`src/hdl/fdf_pkg.sv`:
```
// package: types, constants and microprogram of the flood relay duplicate filter
`timescale 1ns / 1ps

package fdf_pkg;

  localparam int SEEN_DEPTH_DEF = 32;
  localparam int RELAY_FLAG_BIT = 0;
  localparam logic [7:0] RELAY_MASK = 8'(1 << RELAY_FLAG_BIT);

  localparam int CFG_INDEX_W = 1;
  localparam int CFG_DATA_W  = 16;
  localparam logic [CFG_INDEX_W-1:0] REG_OWN_NODE_ID  = 1'b0;
  localparam logic [CFG_INDEX_W-1:0] REG_RELAY_ENABLE = 1'b1;

  typedef struct packed {
    logic [15:0] source_node;
    logic [15:0] sequence_number;
    logic [7:0]  hops_left;
    logic [7:0]  packet_flags;
  } fdf_in_t;

  typedef struct packed {
    logic       forward;
    logic [7:0] hops_out;
    logic [7:0] flags_out;
  } fdf_out_t;

  typedef enum logic [2:0] {
    STEP_IDLE,
    STEP_CHECK,
    STEP_SCAN,
    STEP_DECIDE,
    STEP_INSERT,
    STEP_FWD,
    STEP_DROP
  } step_t;

  typedef enum logic [2:0] {
    COND_ALWAYS,
    COND_IN_VALID,
    COND_NOT_QUAL,
    COND_SCAN_BUSY,
    COND_SEEN,
    COND_OUT_BUSY
  } cond_t;

  typedef enum logic [2:0] {
    ACT_NONE,
    ACT_LOAD,
    ACT_INIT,
    ACT_SCAN,
    ACT_INSERT,
    ACT_EMIT_FWD,
    ACT_EMIT_DROP
  } act_t;

  typedef struct packed {
    logic  accept;
    act_t  act;
    cond_t cond;
    step_t jump;
    step_t next;
  } fdf_ctrl_t;

  typedef struct packed {
    logic in_valid;
    logic not_qual;
    logic scan_busy;
    logic seen;
    logic out_busy;
  } fdf_status_t;

  // microprogram rom: jump when the condition holds, else go to next
  function automatic fdf_ctrl_t fdf_program(input step_t step);
    fdf_ctrl_t w;
    w = '{accept: 1'b0, act: ACT_NONE, cond: COND_ALWAYS, jump: STEP_IDLE, next: STEP_IDLE};
    unique case (step)
      STEP_IDLE:   w = '{1'b1, ACT_LOAD,      COND_IN_VALID,  STEP_CHECK, STEP_IDLE};
      STEP_CHECK:  w = '{1'b0, ACT_INIT,      COND_NOT_QUAL,  STEP_DROP,  STEP_SCAN};
      STEP_SCAN:   w = '{1'b0, ACT_SCAN,      COND_SCAN_BUSY, STEP_SCAN,  STEP_DECIDE};
      STEP_DECIDE: w = '{1'b0, ACT_NONE,      COND_SEEN,      STEP_DROP,  STEP_INSERT};
      STEP_INSERT: w = '{1'b0, ACT_INSERT,    COND_ALWAYS,    STEP_FWD,   STEP_FWD};
      STEP_FWD:    w = '{1'b0, ACT_EMIT_FWD,  COND_OUT_BUSY,  STEP_FWD,   STEP_IDLE};
      STEP_DROP:   w = '{1'b0, ACT_EMIT_DROP, COND_OUT_BUSY,  STEP_DROP,  STEP_IDLE};
      default:     w = '{1'b0, ACT_NONE,      COND_ALWAYS,    STEP_IDLE,  STEP_IDLE};
    endcase
    return w;
  endfunction

endpackage

```
`src/hdl/fdf_sequencer.sv`:
```
// microcode sequencer: step counter, program rom and condition select
`timescale 1ns / 1ps

module fdf_sequencer (
  input  logic                clk,
  input  logic                rst,
  input  fdf_pkg::fdf_status_t status,
  output fdf_pkg::fdf_ctrl_t  ctrl
);

  fdf_pkg::step_t step;
  fdf_pkg::step_t step_next;
  logic           cond_true;

  always_comb begin
    ctrl = fdf_pkg::fdf_program(step);
  end

  always_comb begin
    cond_true = 1'b0;
    unique case (ctrl.cond)
      fdf_pkg::COND_ALWAYS:    cond_true = 1'b1;
      fdf_pkg::COND_IN_VALID:  cond_true = status.in_valid;
      fdf_pkg::COND_NOT_QUAL:  cond_true = status.not_qual;
      fdf_pkg::COND_SCAN_BUSY: cond_true = status.scan_busy;
      fdf_pkg::COND_SEEN:      cond_true = status.seen;
      fdf_pkg::COND_OUT_BUSY:  cond_true = status.out_busy;
      default:                 cond_true = 1'b0;
    endcase
    step_next = cond_true ? ctrl.jump : ctrl.next;
  end

  always_ff @(posedge clk) begin
    if (rst) begin
      step <= fdf_pkg::STEP_IDLE;
    end else begin
      step <= step_next;
    end
  end

endmodule

```
`src/hdl/fdf_datapath.sv`:
```
// datapath: header register, key ring memory, scan compare and output register
`timescale 1ns / 1ps

module fdf_datapath #(
  parameter int SEEN_DEPTH = fdf_pkg::SEEN_DEPTH_DEF
) (
  input  logic                                clk,
  input  logic                                rst,
  input  fdf_pkg::fdf_ctrl_t                  ctrl,
  output fdf_pkg::fdf_status_t                status,
  input  logic                                cfg_write,
  input  logic [fdf_pkg::CFG_INDEX_W-1:0]     cfg_index,
  input  logic [fdf_pkg::CFG_DATA_W-1:0]      cfg_data,
  input  logic                                in_valid,
  input  fdf_pkg::fdf_in_t                    in_word,
  output logic                                out_valid,
  input  logic                                out_stall,
  output fdf_pkg::fdf_out_t                   out_word
);

  localparam int IDX_W = (SEEN_DEPTH > 1) ? $clog2(SEEN_DEPTH) : 1;
  localparam int CNT_W = $clog2(SEEN_DEPTH + 1);
  localparam logic [CNT_W-1:0] FULL     = CNT_W'(SEEN_DEPTH);
  localparam logic [IDX_W-1:0] LAST_IDX = IDX_W'(SEEN_DEPTH - 1);

  logic [31:0]      mem [SEEN_DEPTH];
  logic [31:0]      rdata;
  fdf_pkg::fdf_in_t item;
  logic [31:0]      key;
  logic [CNT_W-1:0] scan_idx;
  logic             rd_pend;
  logic             seen;
  logic [IDX_W-1:0] ptr;
  logic [CNT_W-1:0] fill;
  logic [15:0]      own_node_id;
  logic             relay_enable;
  logic             rd_issue;
  logic             wr_en;
  logic             emit;

  assign key      = {item.source_node, item.sequence_number};
  assign rd_issue = (ctrl.act == fdf_pkg::ACT_SCAN) && (scan_idx < fill);
  assign wr_en    = (ctrl.act == fdf_pkg::ACT_INSERT);
  assign emit     = ((ctrl.act == fdf_pkg::ACT_EMIT_FWD) || (ctrl.act == fdf_pkg::ACT_EMIT_DROP))
                    && !status.out_busy;

  always_comb begin
    status.in_valid  = in_valid;
    status.not_qual  = !relay_enable || (item.source_node == own_node_id) ||
                       (item.hops_left == 8'd0);
    status.scan_busy = (scan_idx < fill) || rd_pend;
    status.seen      = seen;
    status.out_busy  = out_valid && out_stall;
  end

  // key ring, only entries below the fill count have been written
  always_ff @(posedge clk) begin
    if (wr_en) begin
      mem[ptr] <= key;
    end
    if (rd_issue) begin
      rdata <= mem[scan_idx[IDX_W-1:0]];
    end
  end

  always_ff @(posedge clk) begin
    if (ctrl.accept && in_valid) begin
      item <= in_word;
    end
  end

  always_ff @(posedge clk) begin
    if (rst) begin
      scan_idx     <= '0;
      rd_pend      <= 1'b0;
      seen         <= 1'b0;
      ptr          <= '0;
      fill         <= '0;
      own_node_id  <= 16'd0;
      relay_enable <= 1'b1;
    end else begin
      if (cfg_write) begin
        case (cfg_index)
          fdf_pkg::REG_OWN_NODE_ID:  own_node_id  <= cfg_data;
          fdf_pkg::REG_RELAY_ENABLE: relay_enable <= cfg_data[0];
          default: ;
        endcase
      end
      case (ctrl.act)
        fdf_pkg::ACT_INIT: begin
          scan_idx <= '0;
          rd_pend  <= 1'b0;
          // the zero key counts as seen while the ring is not full
          seen     <= (key == 32'd0) && (fill != FULL);
        end
        fdf_pkg::ACT_SCAN: begin
          rd_pend <= rd_issue;
          if (rd_issue) begin
            scan_idx <= scan_idx + CNT_W'(1);
          end
          if (rd_pend && (rdata == key)) begin
            seen <= 1'b1;
          end
        end
        fdf_pkg::ACT_INSERT: begin
          ptr <= (ptr == LAST_IDX) ? '0 : ptr + IDX_W'(1);
          if (fill != FULL) begin
            fill <= fill + CNT_W'(1);
          end
        end
        default: ;
      endcase
    end
  end

  always_ff @(posedge clk) begin
    if (rst) begin
      out_valid <= 1'b0;
    end else if (emit) begin
      out_valid <= 1'b1;
    end else if (!out_stall) begin
      out_valid <= 1'b0;
    end
  end

  always_ff @(posedge clk) begin
    if (emit) begin
      if (ctrl.act == fdf_pkg::ACT_EMIT_FWD) begin
        out_word.forward   <= 1'b1;
        out_word.hops_out  <= item.hops_left - 8'd1;
        out_word.flags_out <= item.packet_flags | fdf_pkg::RELAY_MASK;
      end else begin
        out_word <= '0;
      end
    end
  end

endmodule

```
`src/hdl/flood_relay_duplicate_filter.sv`:
```
// top level of the flood relay duplicate filter
`timescale 1ns / 1ps

// Takes one received packet header per input word and returns one decision
// word. A packet is forwarded when relay mode is on, its source is not this
// node, its hop count is non-zero and its key {source_node, sequence_number}
// is not among the last SEEN_DEPTH forwarded keys. A forwarded word carries
// the hop count minus one and the relay flag set; a dropped word is all
// zeros. The zero key, source 0 with sequence 0, counts as seen until
// the ring has filled once. The ring memory has one read port and the
// scan reads one stored key per cycle, then waits for the last read to
// return. A duplicate skips the insert, and a header that fails the mode,
// source or hop test skips the scan. A new decision waits while the
// output register still holds an earlier one that is stalled.
// Headers are handled one at a time; the decision sits in an output
// register so the next header can be taken while it waits.

module flood_relay_duplicate_filter #(
  parameter int SEEN_DEPTH = fdf_pkg::SEEN_DEPTH_DEF
) (
  input  logic                            clk,
  input  logic                            rst,
  // configuration writes
  input  logic                            cfg_write,
  input  logic [fdf_pkg::CFG_INDEX_W-1:0] cfg_index,
  input  logic [fdf_pkg::CFG_DATA_W-1:0]  cfg_data,
  // header words in
  input  logic                            in_valid,
  output logic                            in_stall,
  input  fdf_pkg::fdf_in_t                in_word,
  // decision words out
  output logic                            out_valid,
  input  logic                            out_stall,
  output fdf_pkg::fdf_out_t               out_word
);

  fdf_pkg::fdf_ctrl_t   ctrl;
  fdf_pkg::fdf_status_t status;

  // only the idle step takes a header
  assign in_stall = !ctrl.accept;

  fdf_sequencer u_seq (
    .clk    (clk),
    .rst    (rst),
    .status (status),
    .ctrl   (ctrl)
  );

  fdf_datapath #(
    .SEEN_DEPTH (SEEN_DEPTH)
  ) u_dp (
    .clk       (clk),
    .rst       (rst),
    .ctrl      (ctrl),
    .status    (status),
    .cfg_write (cfg_write),
    .cfg_index (cfg_index),
    .cfg_data  (cfg_data),
    .in_valid  (in_valid),
    .in_word   (in_word),
    .out_valid (out_valid),
    .out_stall (out_stall),
    .out_word  (out_word)
  );

endmodule
```
`config.mk`:
```
export PLATFORM = sky130hd
export DESIGN_NAME = flood_relay_duplicate_filter
export DESIGN_NICKNAME = d
export VERILOG_FILES = /design/src/hdl/fdf_pkg.sv /design/src/hdl/fdf_sequencer.sv /design/src/hdl/fdf_datapath.sv /design/src/hdl/flood_relay_duplicate_filter.sv
export SDC_FILE = /design/constraint.sdc
export NUM_CORES = 1
export LEC_CHECK = 0
export BUFFER_PORTS_ARGS = -buffer_cell sky130_fd_sc_hd__buf_2
export CAP_MARGIN = 10
export CORE_AREA = 5 5 211 418
export CTS_CLUSTER_SIZE = 12
export DETAILED_ROUTE_END_ITERATION = 10
export DIE_AREA = 0 0 216 423
export PLACE_DENSITY = 0.68
export SETUP_SLACK_MARGIN = 0.1
export SKIP_CTS_REPAIR_TIMING = 1
export SYNTH_ARGS = -nofsm -noshare
export SYNTH_HDL_FRONTEND = slang
export SYNTH_SLANG_ARGS = --single-unit
```
`constraint.sdc`:
```
create_clock -name clk -period 8.35 [get_ports clk]
set_input_delay 0.835 -clock clk [delete_from_list [all_inputs] [get_ports clk]]
set_output_delay 0.835 -clock clk [all_outputs]
set_load 0.1 [all_outputs]
```
==> reports/summary.txt, run 1 <==
via count = 20722
final setup vio count = 0
Seq cells post-synth = 1159
CTS buffer count = 107
DR vias/cell = 6.40
Worst Hold Class = input port to register
clock latency on the worst-skew pair = 690 ps
CTS tree = done
status = finished, final reports clean
Total Routing Usage GR = 23.2%
P_sw = 0.00293 W
initial antenna violation count = 3
Top FF cell, synth = edfxtp_1
largest family of logic cells by synthesized area = multiplexers
largest net degree at the start of global routing = 150
Peak supply drop = 249 uV
Layout Skew = 20.9 ps
leakage power = 14.9 nW
Int Power = 0.00957 W
Combinational Power Share = 9.5%
Post-synth EDFFs = 1119
CTS sink count = 1159
dpl hpwl = 57000 um
Yosys warning total = 0
Simple-Gate Fraction of Synth Area = 2.08%
TritonRoute pass-1 iters = 5
Cell Rows = 151
Critical Path End Type = register
xor-xnor portion of the synthesized cell area = 1.22%
top cell type's share of synthesized area = 75.5%
nets = 2209
number of nets with antenna violations after routing = 0
Worst-path clk slew = 60 ps
Compound-Gate Fraction of Synth Area = 0.759%
Avg Inst Size Synth = 22.8 um2
max frequency = 259 MHz
sequential share of the synthesized area = 77.3%
worst hold slack = 319 ps
final wirelength = 105000 um
Synth area leader = edfxtp_1
Slew Viols, Final = 0
power share of the clock group = 34.6%
Post-Synth Adder-Cell Area = 0.394%
Post-Syn Instances = 1948
Residual DRC = 0
root buffer cell = clkbuf_16
Seq pwr share = 55.8%
crit start category = register
die area = 91400 um2
clk buf depth = 3
vias in the first global route = 22183
crit path max fanout = 48
# port buffers = 87
crit path time final = 3870 ps
Wirelength per Cell = 32.5 um
Area Growth Syn to Fin = 11.5%
die width = 216 um
Rel. slew slack = 22.2%
unrepaired setup endpoints after global routing = no
met3 WL = 6690 um
Distinct cells, synth = 49
M1 WL = 37000 um
Final Hold Fails = 0
crit share post-route = 46.3%
Worst Path Class, Setup = register to register
Final GP Congestion = 0.755
Core ar. = 84500 um2
IO Pins = 89
H-tree Lvls = 3
Initial DRC Count = 1957
gr ovfl total = 0
asr flop ratio synth = 0%
switch share = 23.5%
Syn Nets = 2032
Worst EP required = 8780 ps
Area contributors post-synth = edfxtp_1 76%, mux4_2 16%, dfxtp_1 1.8%
setup_tns = 0 ps
Worst Tran Pin Value = 1170 ps
first-pass GRT wire length = 152000 um
power density cells = 252 nW/um2
post-synthesis mux area share = 17.0%
layout cell share with drive strength beyond 1 = 31.1%
area of the mapped netlist = 44500 um2
Top Layer Used = met4
Starting Density = 52.7%
die span in y = 423 um
met2 wire len = 58300 um
worst path arrival time = 4300 ps
utilization of the core after routing = 58.7%
Max Cap Violations = 0
## per-stage QoR
step           cell area (um2)  setup WS, ps  instances  total power (W)
6_report                 49600          4480       3239           0.0125
5_1_grt                  49600          4160       3238           0.0129
4_1_cts                  49600          4370       3237           0.0126
3_5_place_dp             46600          4360       3086          0.00830
3_3_place_gp             46600          4440       3086          0.00824
2_1_floorplan            44500          4340       1948          0.00781
## cells in the final DEF, fill, tap and decap left out, drive strengths merged, types with 19 or more instances in the layout
cell type and count:
edfxtp 1119, mux4 320, buf 162, clkbuf 144
nor2 57, nand2 56, xnor2 43, dfxtp 40
mux2 33, a21oi 32, xor2 19, inv 19
## cell usage after synthesis, types with 9 or more instances
| master | n |
|---|---|
| ha_1 | 14 |
| clkbuf_1 | 48 |
| xnor2_1 | 43 |
| nor3_1 | 9 |
| buf_2 | 13 |
| nand3_1 | 10 |
| buf_4 | 20 |
| nand2_1 | 56 |
| xor2_1 | 19 |
| nor4_1 | 14 |
| and3_1 | 9 |
| nand4_1 | 14 |
| dfxtp_1 | 40 |
| nor2_1 | 57 |
| a21oi_1 | 32 |
| mux2_2 | 33 |
| buf_1 | 11 |
| edfxtp_1 | 1119 |
| inv_1 | 15 |
| mux4_2 | 320 |
## kinds of logic (layout without fill, tap and decap cells)
logic type,Yosys count,count (layout)
simple gates,193,193
other cells,0,1
mux,353,353
fa+ha+maj,14,14
flops,1159,1159
buf+inv,111,330
xor+xnor,62,62
compound gates,56,56
## critical path, cell delays in order (launching register included)
cell	delay, ps
dfxtp_4	480
buf_4	710
buf_4	870
mux4_2	650
mux4_2	520
mux2_2	280
## per-layer routing
metal | GRT usage [%] | up-vias
li1 | - | 8490
met4 | 7.27 | 0
met3 | 3.02 | 177
met1 | 28.7 | 11172
met5 | 0 | -
met2 | 42.6 | 883
## power groups by stage
| stage | clock network (W) | registers (W) | logic, W |
|---|---|---|---|
| 5_1_grt | 0.00464 | 0.00699 | 0.00127 |
| 2_1_floorplan | 0 | 0.00730 | 0.000507 |
| 4_1_cts | 0.00440 | 0.00699 | 0.00119 |
| 6_report | 0.00433 | 0.00698 | 0.00119 |
| 3_5_place_dp | 0 | 0.00711 | 0.00119 |
| 3_3_place_gp | 0 | 0.00709 | 0.00114 |
## registers in the layout, indices dropped and copies added, names as in the netlist, named ones only
signal	count
u_dp.rdata	32
u_dp.fill	6
u_dp.relay_enable	1
u_dp.mem	1024
u_dp.out_valid	1
u_dp.own_node_id	16
u_dp.scan_idx	6
u_dp.item	47
u_dp.out_word	16
u_dp.rd_pend	1
u_seq.step	2
u_dp.seen	1
u_dp.ptr	5
## cell type report
cell class / count / area (um2)
Clock inverter: 7 / 88.8
Multi-Input combinational cell: 678 / 9790
Inverter: 17 / 63.8
Antenna cell: 1 / 2.50
Tap cell: 1071 / 1340
Sequential cell: 1159 / 34400
Timing Repair Buffer: 162 / 1040
Fill cell: 5823 / 34900
Clock buffer: 144 / 2840
## worst paths after layout
kind	endpoint	startpoint	depth (start not counted)	slack [ps]
setup / recovery	u_dp.rdata[9]	u_dp.scan_idx[0]	5	4480
hold / removal	u_dp.item[43]	in_word[43]	1	320
setup reg to reg	u_dp.rdata[9]	u_dp.scan_idx[0]	5	4480
hold reg to reg	u_dp.own_node_id[5]	u_dp.own_node_id[5]	2	470
No activity file was read; power rests on OpenSTA's default activity.
==> inputs of run 2 (changes only) <==
--- a/config.mk
+++ b/config.mk
@@ -5,13 +5,14 @@
 export SDC_FILE = /design/constraint.sdc
 export NUM_CORES = 1
 export LEC_CHECK = 0
+export ABC_AREA = 1
 export BUFFER_PORTS_ARGS = -buffer_cell sky130_fd_sc_hd__buf_2
 export CAP_MARGIN = 10
-export CORE_AREA = 5 5 211 418
+export CORE_AREA = 5 5 214 423
 export CTS_CLUSTER_SIZE = 12
 export DETAILED_ROUTE_END_ITERATION = 10
-export DIE_AREA = 0 0 216 423
-export PLACE_DENSITY = 0.68
+export DIE_AREA = 0 0 219 428
+export PLACE_DENSITY = 0.7
 export SETUP_SLACK_MARGIN = 0.1
 export SKIP_CTS_REPAIR_TIMING = 1
 export SYNTH_ARGS = -nofsm -noshare
==> constraint.sdc (replaced) <==
create_clock -name clk -period 3.54 [get_ports clk]
set_input_delay 0.354 -clock clk [delete_from_list [all_inputs] [get_ports clk]]
set_output_delay 0.354 -clock clk [all_outputs]
set_load 0.1 [all_outputs]
==> run 2 against run 1 <==
The flow now finishes with violations (negative hold slack). Non-clock buffer count up 117. Sequential power up 140%. Die area up 2.6%. Via count up 44%. Critical path type unchanged. Cell count up 50%. Global-route usage up 3.4 points. Utilization up 0.55 points. Clock power up 130%. Combinational power rose to 4.8 times the previous value. Largest cell class unchanged.
==> reports/summary.txt, run 2 <==
Int Power = 0.0230 W (+140%)
H-tree Lvls = 3 (unchanged)
first-pass GRT wire length = 184000 um (+21%)
most frequent cells in the layout = 1119 x edfxtp_1, 578 x nor2_1, 531 x o21ai_0
Worst-path clk slew = 60 ps (about the same)
area of the mapped netlist = 45600 um2 (+2.5%)
Post-Place Cell Area = 48100 um2 (+3.1%)
Worst Hold Class = input port to register
CP max stage cell = nor2_4
Residual DRC = 0 (unchanged)
gr ovfl total = 0 (unchanged)
DR vias/cell = 6.17 (-3.6%)
Critical Path End Type = register
Synth area leader = edfxtp_1
via count = 29927 (+44%)
IO Pins = 89 (unchanged)
layout cell share with drive strength beyond 1 = 10.5% (-21 points)
post-route cell area = 51500 um2 (+3.9%)
power density cells = 625 nW/um2 (+150%)
Max Cap Violations = 0 (unchanged)
CP top delay family = simple AND/OR/NAND/NOR gates
final setup vio count = 0 (unchanged)
TritonRoute pass-1 iters = 6 (+1)
commonest non-fill, non-tap cell in the layout = edfxtp_1
CTS tree = done
unrepaired setup endpoints after global routing = no
worst hold slack = -46.3 ps (-365 ps)
Area Growth Syn to Fin = 13.0%
Top Registers = u_dp.mem x1024, u_dp.item x47, u_dp.rdata x32
dpl hpwl = 71600 um (+25%)
max reg flops = 1024 (unchanged)
# port buffers = 87 (unchanged)
total power draw = 0.0322 W (+160%)
most numerous cell on the critical path = nand2_1
largest net degree at the start of global routing = 205 (+37%)
Final Hold Fails = 6 (+6)
Post-Syn Instances = 3486 (+79%)
Core ar. = 86900 um2 (+2.9%)
Seq cells post-synth = 1159 (unchanged)
die area = 93700 um2 (+2.6%)
Total Routing Usage GR = 26.6% (+3.4 points)
Post-synth EDFFs = 1119 (unchanged)
Starting Density = 52.5% (-0.22 points)
Worst EP required = 3920 ps (-4860 ps)
nets = 3736 (+69%)
crit path time final = 2960 ps (-903 ps)
Rel. slew slack = 18.0% (-4.3 points)
Distinct cells, synth = 39 (-20%)
status = complete, but fails checks
top cell type's share of synthesized area = 73.7% (-1.8 points)
crit path max fanout = 15 (-69%)
Seq pwr share = 51.1% (-4.7 points)
Post-synth top cells = 1119 x edfxtp_1, 607 x nor2_1, 531 x o21ai_0, 258 x nand2_1, 160 x o22ai_1
final wirelength = 128000 um (+21%)
Avg Inst Size Synth = 13.1 um2 (-43%)
Combinational Power Share = 17.6% (+8.1 points)
sequential share of the synthesized area = 75.5% (-1.9 points)
die span in y = 428 um (+1.2%)
leakage power = 17.0 nW (+14%)
CP bufs+invs = 2 (unchanged)
CP cell instances = nor2_1 -> nand2_1 -> inv_1 -> nand2_1 -> nor2_4 -> buf_4
P_sw = 0.00919 W (+210%)
crit share post-route = 83.7% (+37 points)
Worst Path Class, Setup = register to register
clock latency on the worst-skew pair = 700 ps (about the same)
Slew Viols, Final = 0 (unchanged)
root buffer cell = clkbuf_16
clk buf depth = 3 (unchanged)
failing checks = negative hold slack
setup_tns = 0 ps (unchanged)
Layout Skew = 30.0 ps (+9.09 ps)
die width = 219 um (+1.4%)
Final GP Congestion = 0.859 (+14%)
Slowest Stage Delay on Critical Path = 980 ps (+110 ps)
max frequency = 338 MHz (+30%)
Wirelength per Cell = 26.3 um (-19%)
number of nets with antenna violations after routing = 0 (unchanged)
asr flop ratio synth = 0% (unchanged)
vias in the first global route = 29558 (+33%)
CTS sink count = 1159 (unchanged)
CTS buffer count = 106 (-0.93%)
switch share = 28.6% (+5.1 points)
Cell Rows = 153 (+1.3%)
Initial DRC Count = 3587 (+83%)
register bank with the most flops = u_dp.mem
Yosys warning total = 0 (unchanged)
crit start category = register
Worst Tran Pin Value = 1230 ps (+64.1 ps)
count leader, synth = edfxtp_1
Peak supply drop = 680 uV (+170%)
worst path arrival time = 3350 ps (-950 ps)
Area contributors post-synth = edfxtp_1 74%, o21ai_0 5.8%, nor2_1 5.0%
initial antenna violation count = 1 (-2)
Syn Nets = 3570 (+76%)
Top FF cell, synth = edfxtp_1
power share of the clock group = 31.3% (-3.3 points)
run 2: area by class of cell:
| cell class | count | area (um2) |
|---|---|---|
| multi-input cells | 1972 | 9960 |
| clock inverters | 7 | 75.1 |
| well taps | 1162 | 1450 |
| flip-flops and latches | 1159 | 34400 |
| repair buffers | 279 | 2310 |
| diodes | 1 | 2.50 |
| fillers | 6604 | 35400 |
| clock buffers | 138 | 2770 |
| inverters | 134 | 517 |
run 2: per-layer routing:
metal	routed length, um	part of all wire (%)	track usage, %
met5	0	0	0
met4	9920	7.8	17.5
met3	9580	7.5	3.75
met2	66100	52	46.6
met1	41900	33	30.0
run 2: power groups by stage:
stage                     logic, W  registers (W)  clock network, W
final                      0.00566         0.0165            0.0101
after global routing       0.00621         0.0165            0.0107
after CTS                  0.00556         0.0164            0.0102
after detailed placement   0.00554         0.0167                 0
after global placement     0.00539         0.0167                 0
after floorplan            0.00340         0.0170                 0
run 2: metrics by stage:
stage | cells | utilization (%) | setup WS, ps
3_5_place_dp | 4647 | 55.3 | 703
3_3_place_gp | 4647 | 55.3 | 758
5_1_grt | 4851 | 59.3 | 590
4_1_cts | 4792 | 58.6 | 684
6_report | 4852 | 59.3 | 577
2_1_floorplan | 3486 | - | 44.0
run 2: cell families (layout without fill, tap and decap cells):
logic type,count (synthesis),count (layout),share of synthesized area (%)
DFF,1159,1159,75.5
and+or+nand+nor,1024,1024,9.10
AOI/OAI and AO/OA,918,918,11.5
buffers and inverters,355,558,3.21
xor gates and xnor gates,16,16,0.307
adders and majority gates,14,14,0.384
other,0,1,0
run 2: path summary, 6_finish.rpt:
path / start / endpoint / slack [ps] / cells past startpoint
max: u_seq.step[0] / u_dp.mem[25][11] / 580 / 6
min: cfg_data[5] / u_dp.own_node_id[5] / -50 / 3
max reg2reg: u_seq.step[0] / u_dp.mem[25][11] / 580 / 6
min reg2reg: u_dp.fill[5] / u_dp.fill[5] / 460 / 1
run 2: worst min-delay path: stages:
cell and delay (ps):
buf_2 70, o21ai_0 70, a21oi_1 110
